<file path="src/sv/btrd_pkg.sv">
// Shared types, constants and helper functions for the radix digit converter.
`default_nettype none

package btrd_pkg;

    localparam int RADIX_W = 5;
    localparam int DIGIT_W = 4;
    localparam int CHAR_W  = 8;

    localparam logic [RADIX_W-1:0] RADIX_MIN = 5'd2;
    localparam logic [RADIX_W-1:0] RADIX_MAX = 5'd16;

    localparam logic [CHAR_W-1:0]  CHAR_ZERO = 8'h30;  // '0'
    localparam logic [CHAR_W-1:0]  CHAR_A    = 8'h41;  // 'A'
    localparam logic [DIGIT_W-1:0] DEC_MAX   = 4'd9;
    localparam logic [DIGIT_W-1:0] DEC_TEN   = 4'd10;

    typedef enum logic [2:0] {
        ST_IDLE,
        ST_DIV,
        ST_ZERO,
        ST_READ,
        ST_EMIT
    } state_t;

    function automatic logic [RADIX_W-1:0] sat_radix(input logic [RADIX_W-1:0] r);
        logic [RADIX_W-1:0] res;
        if (r < RADIX_MIN)
            res = RADIX_MIN;
        else if (r > RADIX_MAX)
            res = RADIX_MAX;
        else
            res = r;
        return res;
    endfunction

    function automatic logic [CHAR_W-1:0] digit_to_ascii(input logic [DIGIT_W-1:0] d);
        logic [CHAR_W-1:0] res;
        if (d <= DEC_MAX)
            res = CHAR_ZERO + {{(CHAR_W-DIGIT_W){1'b0}}, d};
        else
            res = CHAR_A + {{(CHAR_W-DIGIT_W){1'b0}}, d - DEC_TEN};
        return res;
    endfunction

endpackage

`default_nettype wire

</file>
<file path="src/sv/btrd_div_unit.sv">
// Bit-serial restoring divider of a binary value by a small radix, one quotient bit per cycle.
`default_nettype none

module btrd_div_unit #(
    parameter int VALUE_BITS = 31
) (
    input  wire logic                          clk,
    input  wire logic                          rst_n,
    input  wire logic                          start,
    input  wire logic [VALUE_BITS-1:0]         dividend,
    input  wire logic [btrd_pkg::RADIX_W-1:0]  radix,
    output logic                               done,
    output logic [VALUE_BITS-1:0]              quotient,
    output logic [btrd_pkg::DIGIT_W-1:0]       remainder
);

    localparam int CNT_W = (VALUE_BITS > 1) ? $clog2(VALUE_BITS) : 1;
    localparam logic [CNT_W-1:0] CNT_LAST = CNT_W'(VALUE_BITS - 1);

    logic                              busy_reg, busy_next;
    logic                              done_reg, done_next;
    logic [CNT_W-1:0]                  cnt_reg, cnt_next;
    logic [VALUE_BITS-1:0]             val_reg, val_next;
    logic [btrd_pkg::DIGIT_W-1:0]      rem_reg, rem_next;
    logic [btrd_pkg::RADIX_W-1:0]      radix_reg, radix_next;

    logic [btrd_pkg::RADIX_W-1:0]      trial;
    logic [btrd_pkg::RADIX_W-1:0]      diff;
    logic                              ge;

    // remainder stays below radix <= 16, so the shifted trial fits five bits
    assign trial = {rem_reg, val_reg[VALUE_BITS-1]};
    assign ge    = (trial >= radix_reg);
    assign diff  = trial - radix_reg;

    always_comb
    begin
        busy_next  = busy_reg;
        done_next  = 1'b0;
        cnt_next   = cnt_reg;
        val_next   = val_reg;
        rem_next   = rem_reg;
        radix_next = radix_reg;
        if (start)
        begin
            busy_next  = 1'b1;
            cnt_next   = '0;
            val_next   = dividend;
            rem_next   = '0;
            radix_next = radix;
        end
        else if (busy_reg)
        begin
            val_next = {val_reg[VALUE_BITS-2:0], ge};
            rem_next = ge ? diff[btrd_pkg::DIGIT_W-1:0] : trial[btrd_pkg::DIGIT_W-1:0];
            cnt_next = cnt_reg + CNT_W'(1);
            if (cnt_reg == CNT_LAST)
            begin
                busy_next = 1'b0;
                done_next = 1'b1;
            end
        end
    end

    always_ff @(posedge clk or negedge rst_n)
    begin
        if (!rst_n)
        begin
            busy_reg <= 1'b0;
            done_reg <= 1'b0;
            cnt_reg  <= '0;
        end
        else
        begin
            busy_reg <= busy_next;
            done_reg <= done_next;
            cnt_reg  <= cnt_next;
        end
    end

    always_ff @(posedge clk)
    begin
        val_reg   <= val_next;
        rem_reg   <= rem_next;
        radix_reg <= radix_next;
    end

    assign done      = done_reg;
    assign quotient  = val_reg;
    assign remainder = rem_reg;

endmodule

`default_nettype wire

</file>
<file path="src/sv/binary_to_radix_digits.sv">
// Top level: converts a binary value into upper-case ASCII digits of a base from 2 to 16.
//
//   channel | role   | tdata                                  | tlast   | tuser
//   s_*     | input  | [VB-1:0] value, [VB+4:VB] radix        | -       | -
//   m_*     | output | [7:0] digit_char                       | is_last | [0] palindrome,
//           |        |                                        |         | [1] no_digits
//
// Each digit is produced by the bit-serial divider and written to the digit store; for
// each digit in turn the store is then read (two read ports, ST_READ) and the output register
// loaded (ST_EMIT); control then returns to idle, in which the next value is taken, and a
// zero value goes from idle through ST_ZERO straight back to idle.
// s_tready is high only between conversions; the next value is taken while the last
// digit still sits in the output register. m_tready low holds the output register and
// stalls the emission. Reset (rst_n, asynchronous) returns the control to idle.
`default_nettype none

module binary_to_radix_digits #(
    parameter int VALUE_BITS = 31,
    parameter int MAX_DIGITS = 31
) (
    input  wire logic clk,
    input  wire logic rst_n,
    input  wire logic s_tvalid,
    output logic      s_tready,
    // [VALUE_BITS-1:0] value, then 5 bits radix, zero padded to whole bytes
    input  wire logic [((VALUE_BITS+btrd_pkg::RADIX_W+7)/8)*8-1:0] s_tdata,
    output logic      m_tvalid,
    input  wire logic m_tready,
    // [7:0] digit_char
    output logic [btrd_pkg::CHAR_W-1:0] m_tdata,
    output logic      m_tlast,
    // [0] palindrome, [1] no_digits
    output logic [1:0] m_tuser
);

    localparam int ADDR_W = (MAX_DIGITS > 1) ? $clog2(MAX_DIGITS) : 1;
    localparam int CNT_W  = $clog2(MAX_DIGITS + 1);
    localparam logic [CNT_W-1:0] CNT_LAST = CNT_W'(MAX_DIGITS - 1);

    logic [VALUE_BITS-1:0]            s_value;
    logic [btrd_pkg::RADIX_W-1:0]     s_radix;
    logic                             s_fire;

    btrd_pkg::state_t                 state_reg, state_next;
    logic [CNT_W-1:0]                 n_reg, n_next;
    logic [ADDR_W-1:0]                k_reg, k_next;
    logic [btrd_pkg::RADIX_W-1:0]     radix_reg, radix_next;
    logic                             pal_reg, pal_next;

    logic                             out_valid_reg, out_valid_next;
    logic [btrd_pkg::CHAR_W-1:0]      out_char_reg, out_char_next;
    logic                             out_last_reg, out_last_next;
    logic                             out_pal_reg, out_pal_next;
    logic                             out_none_reg, out_none_next;
    logic                             out_free;

    logic                             div_start;
    logic [VALUE_BITS-1:0]            div_dividend;
    logic [btrd_pkg::RADIX_W-1:0]     div_radix;
    logic                             div_done;
    logic [VALUE_BITS-1:0]            div_quot;
    logic [btrd_pkg::DIGIT_W-1:0]     div_rem;

    logic [btrd_pkg::DIGIT_W-1:0]     store_mem [MAX_DIGITS];
    logic                             wr_en;
    logic [ADDR_W-1:0]                wr_addr;
    logic [CNT_W-1:0]                 rd_pos_a;
    logic [ADDR_W-1:0]                rd_addr_a, rd_addr_b;
    logic [btrd_pkg::DIGIT_W-1:0]     rd_a_reg, rd_b_reg;
    logic                             emit_last;
    logic                             digits_eq;

    assign s_value  = s_tdata[VALUE_BITS-1:0];
    assign s_radix  = s_tdata[VALUE_BITS +: btrd_pkg::RADIX_W];
    assign s_tready = (state_reg == btrd_pkg::ST_IDLE);
    assign s_fire   = s_tvalid && s_tready;
    assign out_free = !out_valid_reg || m_tready;

    btrd_div_unit #(
        .VALUE_BITS (VALUE_BITS)
    ) u_div (
        .clk       (clk),
        .rst_n     (rst_n),
        .start     (div_start),
        .dividend  (div_dividend),
        .radix     (div_radix),
        .done      (div_done),
        .quotient  (div_quot),
        .remainder (div_rem)
    );

    // emitted digit comes from the top of the store, its mirror from the bottom
    assign rd_pos_a  = n_reg - CNT_W'(1) - CNT_W'(k_reg);
    assign rd_addr_a = rd_pos_a[ADDR_W-1:0];
    assign rd_addr_b = k_reg;
    assign wr_addr   = n_reg[ADDR_W-1:0];
    assign emit_last = (CNT_W'(k_reg) == (n_reg - CNT_W'(1)));
    assign digits_eq = (rd_a_reg == rd_b_reg);

    always_comb
    begin
        state_next     = state_reg;
        n_next         = n_reg;
        k_next         = k_reg;
        radix_next     = radix_reg;
        pal_next       = pal_reg;
        out_valid_next = out_valid_reg && !m_tready;
        out_char_next  = out_char_reg;
        out_last_next  = out_last_reg;
        out_pal_next   = out_pal_reg;
        out_none_next  = out_none_reg;
        div_start      = 1'b0;
        div_dividend   = div_quot;
        div_radix      = radix_reg;
        wr_en          = 1'b0;

        unique case (state_reg)
            btrd_pkg::ST_IDLE:
            begin
                div_dividend = s_value;
                div_radix    = btrd_pkg::sat_radix(s_radix);
                if (s_fire)
                begin
                    radix_next = btrd_pkg::sat_radix(s_radix);
                    n_next     = '0;
                    k_next     = '0;
                    pal_next   = 1'b1;
                    if (s_value == '0)
                        state_next = btrd_pkg::ST_ZERO;
                    else
                    begin
                        div_start  = 1'b1;
                        state_next = btrd_pkg::ST_DIV;
                    end
                end
            end

            btrd_pkg::ST_DIV:
            begin
                if (div_done)
                begin
                    wr_en  = 1'b1;
                    n_next = n_reg + CNT_W'(1);
                    // stop on a zero quotient or a full digit store
                    if ((div_quot == '0) || (n_reg == CNT_LAST))
                        state_next = btrd_pkg::ST_READ;
                    else
                        div_start = 1'b1;
                end
            end

            btrd_pkg::ST_ZERO:
            begin
                if (out_free)
                begin
                    out_valid_next = 1'b1;
                    out_char_next  = '0;
                    out_last_next  = 1'b1;
                    out_pal_next   = 1'b1;
                    out_none_next  = 1'b1;
                    state_next     = btrd_pkg::ST_IDLE;
                end
            end

            btrd_pkg::ST_READ:
            begin
                state_next = btrd_pkg::ST_EMIT;
            end

            btrd_pkg::ST_EMIT:
            begin
                if (out_free)
                begin
                    pal_next       = pal_reg && digits_eq;
                    out_valid_next = 1'b1;
                    out_char_next  = btrd_pkg::digit_to_ascii(rd_a_reg);
                    out_last_next  = emit_last;
                    out_pal_next   = emit_last && pal_reg && digits_eq;
                    out_none_next  = 1'b0;
                    k_next         = k_reg + ADDR_W'(1);
                    state_next     = emit_last ? btrd_pkg::ST_IDLE : btrd_pkg::ST_READ;
                end
            end

            default:
            begin
                state_next = btrd_pkg::ST_IDLE;
            end
        endcase
    end

    always_ff @(posedge clk or negedge rst_n)
    begin
        if (!rst_n)
        begin
            state_reg     <= btrd_pkg::ST_IDLE;
            n_reg         <= '0;
            k_reg         <= '0;
            pal_reg       <= 1'b1;
            out_valid_reg <= 1'b0;
        end
        else
        begin
            state_reg     <= state_next;
            n_reg         <= n_next;
            k_reg         <= k_next;
            pal_reg       <= pal_next;
            out_valid_reg <= out_valid_next;
        end
    end

    always_ff @(posedge clk)
    begin
        radix_reg    <= radix_next;
        out_char_reg <= out_char_next;
        out_last_reg <= out_last_next;
        out_pal_reg  <= out_pal_next;
        out_none_reg <= out_none_next;
    end

    // digit store: one write port, two registered read ports
    always_ff @(posedge clk)
    begin
        if (wr_en)
            store_mem[wr_addr] <= div_rem;
        rd_a_reg <= store_mem[rd_addr_a];
        rd_b_reg <= store_mem[rd_addr_b];
    end

    assign m_tvalid = out_valid_reg;
    assign m_tdata  = out_char_reg;
    assign m_tlast  = out_last_reg;
    assign m_tuser  = {out_none_reg, out_pal_reg};

endmodule

`default_nettype wire

</file>
<file path="config.mk">
export PLATFORM = sky130hd
export DESIGN_NAME = binary_to_radix_digits
export DESIGN_NICKNAME = d
export VERILOG_FILES = /design/src/sv/btrd_pkg.sv /design/src/sv/btrd_div_unit.sv /design/src/sv/binary_to_radix_digits.sv
export SDC_FILE = /design/constraint.sdc
export NUM_CORES = 1
export LEC_CHECK = 0
export BUFFER_PORTS_ARGS = -buffer_cell sky130_fd_sc_hd__buf_2
export CAP_MARGIN = 5
export CORE_UTILIZATION = 38
export CTS_CLUSTER_SIZE = 10
export DETAILED_ROUTE_END_ITERATION = 10
export SYNTH_ARGS = -nofsm -noshare
export SYNTH_HDL_FRONTEND = slang
export SYNTH_SLANG_ARGS = --single-unit
</file>
<file path="constraint.sdc">
create_clock -name clk -period 5.6 [get_ports clk]
set_clock_uncertainty 0.1 [all_clocks]
set_input_delay 1.12 -clock clk [delete_from_list [all_inputs] [get_ports clk]]
set_output_delay 1.12 -clock clk [all_outputs]
set_load 0.02 [all_outputs]
</file>
==> impl_metrics.ini, run 1 <==
[min_path]
min_from = pal_reg
worstHoldPathType = reg2reg

[logic_synthesis]
syn_area_um2 = 10300
synth_fa_ha_area_share_pct = 2.81
ys_ff_latch = 209
synth_xor_area_share_pct = 2.24
synth-edff-count = 175
yosys_warnings = 0
async_reset_ff_share_pct = 10.5
yosysUniqueCellTypes = 59
avgSynthCellArea_um2 = 14.6
synthesis.nets = 775
synthMuxAreaShare_pct = 19.5
synth-compound-area-share_pct = 5.19
synth-simple-area-share_pct = 8.54
yosysSeqAreaShare_pct = 58.5
syn_inst = 709
ys.flop_type = edfxtp_1
synth_top_family_by_area = multiplexers

[global_routing]
grt.overflow.total = 0
antenna_found_initial = 0
gr-usage-all-layers_pct = 16.3
grt_max_degree = 48
grt_pass1_vias = 6202
grt_pass1_wl_um = 35100

[sta]
rsz0062_at_grt = false
worst_pin_slew_ns = 1.02
setup_viol = 0
timing.final.ws_setup_ns = 1.76
fmax_ghz = 0.260
hold_ws_ns = 0.399
period_needed_ns = 3.84
finalHoldViolCount = 0
slew_violations = 0
relSlewSlack_pct = 31.2
setup-tns-final_ns = 0
post-route-period-util_pct = 68.6

[worst_setup_path]
crit_path_start = n_reg[0]
path_max_fanout = 20
critPathArrivalTime_ns = 4.11
worstSetupPathType = reg2reg
rrSetupSlack_ns = 1.76
critPathLaunchType = flop
worstPathRequired_ns = 5.87
r2r_start = n_reg[0]
endpoint_kind = flop

[placement]
dp.cells = 1064
place.gp.congestion = 0.856
postPlaceCellArea_um2 = 10900
io_buffers = 51
dp_hpwl_um = 14800
pre_cts_slack_ns = 1.74

[finish]
layout_commonest_cell = edfxtp_1
drive_gt1_share_pct = 26.1
fin_area_um2 = 11600
fin_nets = 822
diodes = 0
largest_register_ffs = 124
final_cells = 1109
mostFrequentLayoutCells = edfxtp_1, mux4_2, nor2_1
synthToLayoutAreaGrowth_pct = 12.4
regMostFlops = store_mem

[run_status]
status = completed

[pwr]
p_clk_share_pct = 27.1
switching_power_mw = 1.59
swShare_pct = 30.0
ir_worst_vdd_uv = 258
p_leak_nw = 4.02
combPwrFrac_pct = 30.4
intPower_mw = 3.71
power_density_nw_per_um2 = 456
p_seq_share_pct = 42.6

[floorplan]
die_w_um = 167
rows = 59
fp.dieH_um = 167
dieArea_um2 = 27900
ios = 57
start_util_pct = 39.2
core_area_um2 = 26400

[cts]
clkSinkCount = 209
clockRootBuffer = clkbuf_16
cts_tree = yes
cts_buffers = 25
cts-resized-gates = 0
cts_setup_buffers = 0
clk_latency_ns = 0.51
path_clk_slew_ns = 0.06
holdBufCountCts = 0
cts-htree-levels = 1
clock_path_buffers = 3

[detailed_routing]
wl_per_cell_um = 20.0
drcViolationCount = 0
vias = 6151
drt_wl_total_um = 22200
ant_nets = 0
drt-pass1-iter-count = 4
first_iter_violations = 338
viasPerCell = 5.55

[flow_run]
maxCapViolCount = 0
==> metal layers <==
metal / GRT usage (%) / routed length [µm] / vias to the layer above / share of wire, %
met2: 26.5 / 10300 / 193 / 47
met3: 2.23 / 1120 / 43 / 5.1
met4: 5.52 / 625 / 0 / 2.8
met1: 22.5 / 10100 / 3069 / 45
li1: - / - / 2846 / -
met5: 0 / 0 / - / 0
==> synthesized netlist by cell type (all sizes together), types with 5 or more instances <==
cell type  number  area, µm²
edfxtp        175       5260
mux4           64       1440
nor2           63        236
mux2           40        450
o21ai          33        169
nand2          32        120
inv            29        109
buf            21        141
dfrtp          21        526
clkbuf         20       75.1
ha             20        250
a21oi          19       95.1
nand3          17       85.1
xor2           17        156
nor4           15       93.8
dfxtp          12        240
mux2i          12        120
nand4          12       75.1
a211oi         10       75.1
nor3            8       51.3
nor2b           7       43.8
xnor2           6       52.6
o211ai          5       37.5
==> critical path, cell delays in order, from the launching register on <==
cell and delay, ns:
dfrtp_1 0.48, inv_1 0.10, ha_1 0.32, inv_1 0.08
fa_2 1.02, buf_4 0.34, mux4_2 0.55, o21ai_0 0.11
a21oi_1 0.09, or4_1 0.52
==> stage by stage <==
stage | utilization, % | total power [mW]
after CTS | 44.0 | 5.37
after floorplan | - | 3.48
after global routing | 44.0 | 5.59
final | 44.0 | 5.30
after detailed placement | 41.3 | 3.92
after global placement | 41.3 | 3.90
==> power by group through the flow <==
stage | sequential (mW) | clock [mW] | combinational (mW)
after CTS | 2.26 | 1.47 | 1.64
final | 2.25 | 1.43 | 1.61
after global placement | 2.28 | 0 | 1.62
after detailed placement | 2.29 | 0 | 1.64
after global routing | 2.29 | 1.53 | 1.78
after floorplan | 2.33 | 0 | 1.15
==> area by class of cell <==
type | count | area, µm²
well taps | 335 | 419
flip-flops and latches | 209 | 6050
multi-input cells | 429 | 3970
clock inverters | 1 | 7.51
clock buffers | 44 | 717
inverters | 30 | 113
fillers | 2326 | 14700
repair buffers | 61 | 330
==> path summary, 6_finish.rpt <==
check / endpoint / cells past startpoint
max: rd_a_reg[2] / 9
min in group asynchronous: u_div.cnt_reg[0] / 1
min reg2reg: pal_reg / 2
max reg2reg: rd_a_reg[2] / 9
max in group asynchronous: k_reg[0] / 1
min: pal_reg / 2
==> cell families after synthesis <==
logic type,count (synthesis)
XOR/XNOR,24
buffers and inverters,71
adder cells (fa/ha/maj),22
multiplexers,116
flip-flops,209
AND/OR/NAND/NOR,178
AO/OA/AOI/OAI,88
other,1
No activity file was read; power rests on OpenSTA's default activity.
==> inputs of run 2 (changes only) <==
- clock period: 5.6 -> 4 ns (I/O delays scaled with it)
==> run 2 against run 1 <==
  * Clock-buffer cell count shrank 1
  * Total power rose by 40%
  * Non-clock buffer count grew 6
  * Global-route usage grew 0.10 points
  * Critical endpoint is now rd_a_reg[3]
  * Largest power group unchanged
  * Highest routed layer unchanged
==> impl_metrics.ini, run 2 (synthesized netlist as in run 1, its figures left out) <==
[run_status]
status = completed

[worst_setup_path]
worstReg2RegEnd = rd_a_reg[3]
critPathArrivalTime_ns = 3.71
r2r_start = n_reg[0]
cp_top_family = adder cells
path_max_fanout = 16
rrSetupSlack_ns = 0.56
worst_path_largest_cell_delay_ns = 0.58
r2r_cells = 9
cp_num_buf_inv = 3
path_cells = inv_1 -> ha_1 -> inv_1 -> fa_2 -> buf_4 -> mux4_2 -> o21ai_0 -> a21oi_1 -> or4_1
crit_path_start = n_reg[0]
worstSetupPathType = reg2reg
endpoint_kind = flop
critPathLaunchType = flop
crit_slowest_cell = mux4_2
worstPathRequired_ns = 4.28
cp_common_cell = inv_1

[detailed_routing]
met1_length_um = 10200
first_iter_violations = 594
wl_per_cell_um = 20.0
wl_met3_um = 1170
vias = 6162
viasPerCell = 5.53
drt-pass1-iter-count = 5
wl_met2_um = 10600
drt_wl_total_um = 22300
ant_nets = 0
highest-signal-layer = met4
drcViolationCount = 0

[sta]
relSlewSlack_pct = 36.8
setup-tns-final_ns = 0
fmax_ghz = 0.291
rsz0062_at_grt = false
hold_ws_ns = 0.174
timing.final.ws_setup_ns = 0.563
finalHoldViolCount = 0
post-route-period-util_pct = 85.9
worst_pin_slew_ns = 0.945
period_needed_ns = 3.44
setup_viol = 0
slew_violations = 0

[global_routing]
grt_pass1_vias = 6201
antenna_found_initial = 0
gr-usage-all-layers_pct = 16.4
grt.overflow.total = 0
grt_pass1_wl_um = 35600
grt_max_degree = 40

[placement]
place.gp.congestion = 0.831
pre_cts_slack_ns = 0.607
dp_hpwl_um = 15000
io_buffers = 51

[cts]
path_clk_slew_ns = 0.06
cts-resized-gates = 0
clockRootBuffer = clkbuf_16
clk_latency_ns = 0.51
clkSinkCount = 209
clock_path_buffers = 3
cts_setup_buffers = 0
cts_buffers = 25
cts_tree = yes
holdBufCountCts = 0
cts-htree-levels = 1

[finish]
drive_gt1_share_pct = 26.3
layout_commonest_cell = edfxtp_1
fin_nets = 828
diodes = 0
largest_register_ffs = 124
mostFrequentLayoutCells = edfxtp_1, mux4_2, nor2_1
synthToLayoutAreaGrowth_pct = 12.5
regMostFlops = store_mem

[floorplan]
die_w_um = 167
core_area_um2 = 26400
start_util_pct = 39.2
rows = 59
ios = 57
dieArea_um2 = 27900
fp.dieH_um = 167

[pwr]
power_density_nw_per_um2 = 636
p_leak_nw = 4.04
ir_worst_vdd_uv = 365

[min_path]
worstHoldPathType = in2async

[flow_run]
maxCapViolCount = 0
[run 2: power by group]
| group | internal [mW] | total (mW) | leakage (nW) | switching [mW] |
|---|---|---|---|---|
| Sequential | 2.96 | 3.15 | 2.03 | 0.187 |
| Clock | 1.16 | 1.99 | 0.333 | 0.822 |
| Combinational | 1.02 | 2.25 | 1.68 | 1.23 |
| Total | 5.15 | 7.39 | 4.04 | 2.24 |
[run 2: stage by stage]
stage | power, mW | instances | area [µm²] | util [%]
2_1_floorplan | 4.87 | 709 | 10300 | -
3_3_place_gp | 5.46 | 1069 | 10900 | 41.4
3_5_place_dp | 5.49 | 1069 | 10900 | 41.4
4_1_cts | 7.49 | 1114 | 11600 | 44.1
5_1_grt | 7.80 | 1115 | 11600 | 44.1
6_report | 7.39 | 1115 | 11600 | 44.1
[run 2: layer usage]
metal  GRT usage [%]  vias up
met3            2.47       29
met5               0        -
met2            26.9      182
li1                -     2866
met1            22.8     3085
met4            4.35        0
[run 2: cell type report]
cell class,count,area [µm²]
Fill cell,2334,14700
Sequential cell,209,6050
Clock inverter,2,12.5
Tap cell,335,419
Inverter,30,113
Multi-Input combinational cell,429,3970
Timing Repair Buffer,67,373
Clock buffer,43,693
[run 2: worst max-delay path by stage]
stage	cells past startpoint	slack, ns	end
global route	9	0.40	rd_a_reg[3]
finish	9	0.56	rd_a_reg[3]
detailed placement	9	0.61	rd_a_reg[3]
CTS	9	0.56	rd_a_reg[1]
global placement	9	0.58	rd_a_reg[1]
floorplan	10	0.61	rd_a_reg[0]
[run 2: worst register-to-register path: stages (launching register included)]
cell,delay (ns)
dfrtp_1,0.47
inv_1,0.11
ha_1,0.32
inv_1,0.08
fa_2,0.56
buf_4,0.32
mux4_2,0.58
o21ai_0,0.12
a21oi_1,0.10
or4_1,0.55
